File: src/design/maf_pkg.sv
// ---------------------------------------------------------------------------
// maf_pkg
// Shared constants and types of the moving average filter.
// ---------------------------------------------------------------------------
`default_nettype none

package maf_pkg;

	localparam int WINDOW_MAX_DEF  = 256;
	localparam int SAMPLE_BITS_DEF = 24;

	// Window length register.
	localparam int WIN_W = 9;
	localparam logic [WIN_W-1:0] WIN_RESET = WIN_W'(1);

	// Status of the serial divider as seen by the controller.
	typedef struct packed {
		logic busy;
		logic done;
	} div_status_t;

endpackage

`default_nettype wire

File: src/design/maf_divider.sv
// ---------------------------------------------------------------------------
// maf_divider
// Restoring divider, one quotient bit per cycle. A zero divisor gives zero.
// ---------------------------------------------------------------------------
`default_nettype none

module maf_divider #(
	parameter int NUM_W = 32,
	parameter int DEN_W = 9,
	parameter int QUO_W = 24
) (
	input  logic                 clk,
	input  logic                 arst_n,
	input  logic                 start,
	input  logic                 take,
	input  logic [NUM_W-1:0]     dividend,
	input  logic [DEN_W-1:0]     divisor,
	output maf_pkg::div_status_t status,
	output logic [QUO_W-1:0]     quotient
);

	import maf_pkg::*;

	localparam int STEP_W = $clog2(NUM_W + 1);

	logic              busy_q;
	logic              done_q;
	logic [STEP_W-1:0] step_q;
	logic              zero_q;
	logic [DEN_W-1:0]  rem_q;
	logic [DEN_W-1:0]  den_q;
	logic [NUM_W-1:0]  quo_q;

	logic [DEN_W:0]    shifted;
	logic [DEN_W:0]    diff;
	logic              fits;
	logic [DEN_W-1:0]  rem_nxt;

	// The quotient bits shift in from the right as the dividend bits leave.
	always_comb begin
		shifted = {rem_q, quo_q[NUM_W-1]};
		diff    = shifted - {1'b0, den_q};
		fits    = (shifted >= {1'b0, den_q});
		rem_nxt = fits ? diff[DEN_W-1:0] : shifted[DEN_W-1:0];
	end

	always_ff @(posedge clk or negedge arst_n) begin
		if (!arst_n) begin
			busy_q <= 1'b0;
			done_q <= 1'b0;
			step_q <= '0;
		end else if (start) begin
			busy_q <= 1'b1;
			done_q <= 1'b0;
			step_q <= STEP_W'(NUM_W);
		end else if (busy_q) begin
			step_q <= step_q - STEP_W'(1);
			if (step_q == STEP_W'(1)) begin
				busy_q <= 1'b0;
				done_q <= 1'b1;
			end
		end else if (take) begin
			done_q <= 1'b0;
		end
	end

	always_ff @(posedge clk) begin
		if (start) begin
			quo_q  <= dividend;
			rem_q  <= '0;
			den_q  <= divisor;
			zero_q <= (divisor == '0);
		end else if (busy_q) begin
			quo_q <= {quo_q[NUM_W-2:0], fits};
			rem_q <= rem_nxt;
		end
	end

	assign status.busy = busy_q;
	assign status.done = done_q;
	assign quotient    = zero_q ? '0 : quo_q[QUO_W-1:0];

endmodule

`default_nettype wire

File: config.mk
export PLATFORM = sky130hd
export DESIGN_NAME = maf_divider
export DESIGN_NICKNAME = d
export VERILOG_FILES = /design/src/design/maf_pkg.sv /design/src/design/maf_divider.sv
export SDC_FILE = /design/constraint.sdc
export NUM_CORES = 1
export LEC_CHECK = 0
export BUFFER_PORTS_ARGS = -buffer_cell sky130_fd_sc_hd__buf_2
export CAP_MARGIN = 10
export CORE_MARGIN = 5
export CORE_UTILIZATION = 36
export CTS_BUF_LIST = sky130_fd_sc_hd__clkbuf_4 sky130_fd_sc_hd__clkbuf_8
export DETAILED_ROUTE_END_ITERATION = 16
export GPL_TIMING_DRIVEN = 0
export PLACE_DENSITY_LB_ADDON = 0.15
export SYNTH_ARGS = -nofsm -noshare
export SYNTH_HDL_FRONTEND = slang
export SYNTH_SLANG_ARGS = --single-unit
export TNS_END_PERCENT = 5
File: constraint.sdc
create_clock -name clk -period 2.3 [get_ports clk]
set_clock_uncertainty 0.05 [all_clocks]
set_input_delay 0.345 -clock clk [delete_from_list [all_inputs] [get_ports clk]]
set_output_delay 0.345 -clock clk [all_outputs]
set_load 0.05 [all_outputs]
# Word-level counts from Yosys, hierarchy flattened

Index checks and enable logic that the tools add are counted.

$add $sub $neg: 2
Order comparisons: 1
Equality and inequality tests: 2
Muxes and demuxes: 13
Reductions and logical operators: 4

Operators by type and width:

| kind                                                   | number |
|---|---|
| two-way mux 32 bit                                     | 2 |
| two-way mux 24 bit                                     | 1 |
| two-way mux 6 bit                                      | 2 |
| greater-or-equal comparator 10 x 9 -> 1 bit            | 1 |
| zero test 9 bit                                        | 1 |
| two-way mux 9 bit                                      | 1 |
| subtractor 9 bit                                       | 1 |
| two-way mux 1 bit                                      | 7 |
| == test 6 x 1 -> 1 bit (second input constant)         | 1 |
| subtractor 6 x 1 -> 6 bit (second input constant)      | 1 |
| inequality test 3 x 2 -> 1 bit (second input constant) | 1 |
| nonzero test 3 bit                                     | 1 |
| AND reduction 2 bit                                    | 1 |
| nonzero test 2 bit                                     | 1 |

Flip-flop bits (word level): 59
Bits of input ports: 45
Output and inout bits: 26

# Depth between registers and ports, before layout

Depth in word-level cells: 4
Mapped depth: 10

# Least setup slack after synthesis

OpenSTA, ideal clock, no wires.

Kind: flip-flop to flip-flop
From: reg quo_q[31]
To: reg rem_q[1]
Setup time: 0.138 ns
Arrival: 2.197 ns
Setup slack: -0.085 ns
Cell stages (with the launch flop): 11
Buffers on the path: 1
Period minus slack after synthesis: 2.385 ns
Path through: edfxtp_1 inv_1 ha_1 inv_1 fa_1 a211oi_4 o21ai_2 a211oi_4 buf_6 mux2i_1 a211oi_1

Longest elaborated chain between the ends: 2
Elaborated cells on any way between the ends: 3
Classes of those cells: add/sub (1); order compare (1); mux (1)

Ends and longest elaborated chain:

| item                                                                            | line                                 | source |
|---|---|---|
| from (decl)                                                                     | maf_divider.sv:32                    | `logic [NUM_W-1:0] quo_q;` |
| from (signal assigned)                                                          | maf_divider.sv:69                    | `quo_q <= dividend;` |
| from (signal assigned)                                                          | maf_divider.sv:74                    | `quo_q <= {quo_q[NUM_W-2:0], fits};` |
| subtractor 9 bit or greater-or-equal comparator 10 x 9 -> 1 bit (tied branches) | maf_divider.sv:42, maf_divider.sv:43 |  |
| two-way mux 9 bit (*)                                                           | maf_divider.sv:44                    | `rem_nxt = fits ? diff[DEN_W-1:0] : shifted[DEN_W-1:0];` |
| to (signal assigned)                                                            | maf_divider.sv:75                    | `rem_q <= rem_nxt;` |
| to (decl)                                                                       | maf_divider.sv:30                    | `logic [DEN_W-1:0] rem_q;` |

Mark *: on every way between the ends. The rest lies on a longest branch, timed or not.
A chain may end at the register's enable or synchronous reset.

# Worst setup path in the final report

From: reg quo_q[31]
To: reg rem_q[0]

Same word-level chain as after synthesis.

==> impl_metrics.toml <==
[run_status]
status = "finished with violations"
violations = "setup timing"

[logic_synthesis]
synth_edf_count = 42
synth.largest_area_cell = "edfxtp_1"
async_flop_share = 0.136
netlist_top_cells_area = "edfxtp_1 41%, mux2_2 11%, dfrtp_1 6.5%"
yosysUniqueCellTypes = 46
postSynthAreaPerCell_um2 = 12.1
synth_warnings = 0
synth_area_um2 = 3100
synth.ff_latch_count = 59
ys.flop_type = "edfxtp_1"
ys_seq_area_frac = 0.529
yosys.area.top_type_share = 0.406
synth_cells = 257
synth_fp_nets = 314

[floorplanning]
initial_core_util = 0.374
rows = 33
core_um2 = 8300
die_x_um = 103
ios = 71
dieArea_um2 = 10600
die_h_um = 103

[grt]
grt_start_max_net_pins = 21
overflow = 0
grt_pass1_vias = 2167
grt_pass1_wl_um = 10600
grtUsageTotal = 0.133
antenna_found_initial = 0

[power_and_ir_drop]
clkPwrFrac = 0.260
power.internal_w = 0.00268
pwr-share-comb = 0.362
p_seq_frac = 0.378
p_switching_w = 0.00135
p_leak_nw = 1.71
p_per_area_nw_per_um2 = 1030
vdd_drop_max_uv = 442
netSwitchingFraction = 0.335

[flow_run]
maxCapViolations = 0

[timing]
layout_setup_ws_ns = -0.102
setup_violations = 10
min_period_over_period = 1.04
fin_hold_ws_ns = 0.155
hold_violations = 0
fin_crit_ns = 2.40
setup_tns_ns = -0.626
worstMarginPinSlew_ns = 0.661
rsz0062_at_grt = "true"
maxSlewViolCount = 0
relSlewSlack = 0.558
fmax_mhz = 416

[place]
place_congestion = 0.765
io_buffers = 70
dp_hpwl_um = 4860

[route]
routed_wl_um = 6660
vias = 2202
drt-initial-drc-count = 44
routed_via_density = 4.82
drc_errors = 0
post_drt_wl_per_cell_um = 14.6
drtAntennaViolNets = 0
first_pass_iters = 4

[cells_and_area]
diodes = 0
final_common_cell = "buf_2"
nets = 404
layout_common_cells = "71 x buf_2, 42 x edfxtp_1, 31 x mux2_2"
area_growth_pct = 25.6
drive_gt1_frac = 0.384

[clock_network]
cts.repair.resized = 0
path_clk_slew_ns = 0.07
clk_latency_ns = 0.33
cts_inserted_buffers = 9
numClockSinks = 59
clk_path_buf_depth = 2
cts_root_buf = "clkbuf_8"
cts_tree = "done"
htree_levels = 3

[worst_setup_path]
start_kind = "flip-flop"
worstPathMaxFanout = 4
setup.worst_path.class = "flip-flop to flip-flop"
critPathArrivalTime_ns = 2.57
required_ns = 2.47
end_kind = "flip-flop"

[min_path]
hold_class = "primary input to flip-flop"
## power by group through the flow
stage | logic, W | registers, W | clock network [W]
after floorplan | 0.00109 | 0.00149 | 0
after global placement | 0.00133 | 0.00154 | 0
after CTS | 0.00143 | 0.00152 | 0.00109
after detailed placement | 0.00135 | 0.00154 | 0
final | 0.00146 | 0.00152 | 0.00105
after global routing | 0.00159 | 0.00155 | 0.00113
## per-stage QoR
step | power [W] | utilization | std cells | setup WS (ns) | instance area, µm²
floorplan | 0.00258 | - | 257 | 0.0493 | 3110
global placement | 0.00287 | 0.432 | 432 | -0.258 | 3590
detailed placement | 0.00289 | 0.436 | 433 | -0.261 | 3610
CTS | 0.00404 | 0.468 | 455 | -0.148 | 3880
global route | 0.00428 | 0.469 | 457 | -0.220 | 3900
finish | 0.00402 | 0.469 | 457 | -0.102 | 3900
## cell usage after synthesis, types with 6 or more instances
master and count:
dfrtp_1 8, xor2_1 6, nor2_1 17, edfxtp_1 42, mux2_2 31, nand2_1 11, a211oi_1 6, ha_1 11
clkbuf_1 6, dfxtp_1 9, a21oi_1 7, inv_1 16, nor2b_1 26
## metal layers
metal / routed length (µm) / vias to the layer above / global-route usage / share of wire
li1: - / 1117 / - / -
met1: 3160 / 1026 / 0.179 / 0.47
met2: 3050 / 54 / 0.200 / 0.46
met3: 380 / 5 / 0.0507 / 0.057
met4: 71 / 0 / 0.0388 / 0.011
met5: 0 / - / 0 / 0
## cells by family (layout without fill, tap and decap cells)
| logic type | count (synthesis) | count (layout) | synth area share |
|---|---|---|---|
| AND/OR/NAND/NOR | 77 | 77 | 0.134 |
| multiplexers | 36 | 36 | 0.129 |
| AO/OA/AOI/OAI | 35 | 35 | 0.0919 |
| XOR/XNOR | 9 | 9 | 0.0254 |
| adder cells (fa/ha/maj) | 12 | 12 | 0.0508 |
| buffers and inverters | 29 | 124 | 0.0399 |
| flip-flops | 59 | 59 | 0.529 |
## area by class of cell
cell class              instances  area [µm²]
well taps                     105         131
repair buffers                 79         438
inverters                      16        60.1
clock inverters                 5        76.3
flip-flops and latches         59        1640
plain buffers                  13        63.8
fillers                       783        4400
clock buffers                  11         145
multi-input cells             169        1340
## state kept, by name, indices dropped and copies added (netlist names)
register and flops:
quo_q 32, zero_q 1, busy_q 1, step_q 6, done_q 1, den_q 9, rem_q 9
## worst paths after layout
| check | start | to | slack, ns | cells after the start |
|---|---|---|---|---|
| worst min-delay path | divisor[8] | den_q[8]$_DFFE_PP_ | 0.16 | 1 |
| worst max-delay path | quo_q[31]$_DFFE_PP_ | rem_q[0]$_SDFFE_PP0P_ | -0.10 | 10 |
| min in group asynchronous | arst_n | done_q$_DFFE_PN0P_ | 0.33 | 2 |
| worst max register to register | quo_q[31]$_DFFE_PP_ | rem_q[0]$_SDFFE_PP0P_ | -0.10 | 10 |
| worst min register to register | rem_q[6]$_SDFFE_PP0P_ | rem_q[7]$_SDFFE_PP0P_ | 0.47 | 2 |
| max in group asynchronous | arst_n | step_q[1]$_DFFE_PN0P_ | 1.70 | 2 |
## critical path, stage by stage (launching register included)
cell and delay [ns]:
edfxtp_1 0.40, inv_1 0.08, ha_1 0.14, inv_1 0.05, fa_2 0.37, a211oi_4 0.25
o21ai_2 0.11, a211oi_4 0.32, buf_4 0.17, nor4_1 0.04, a311o_1 0.32
## timing repair
item / in CTS / in global routing
gates cloned: 0 / 1
buffers inserted: 5 / 1
pin swaps: 6 / 2
endpoints found under the setup margin: 10 / 10
hold endpoints to repair: 8 / 0
hold buffers: 1 / 0
Note: power is estimated with default switching activity, not from simulation.
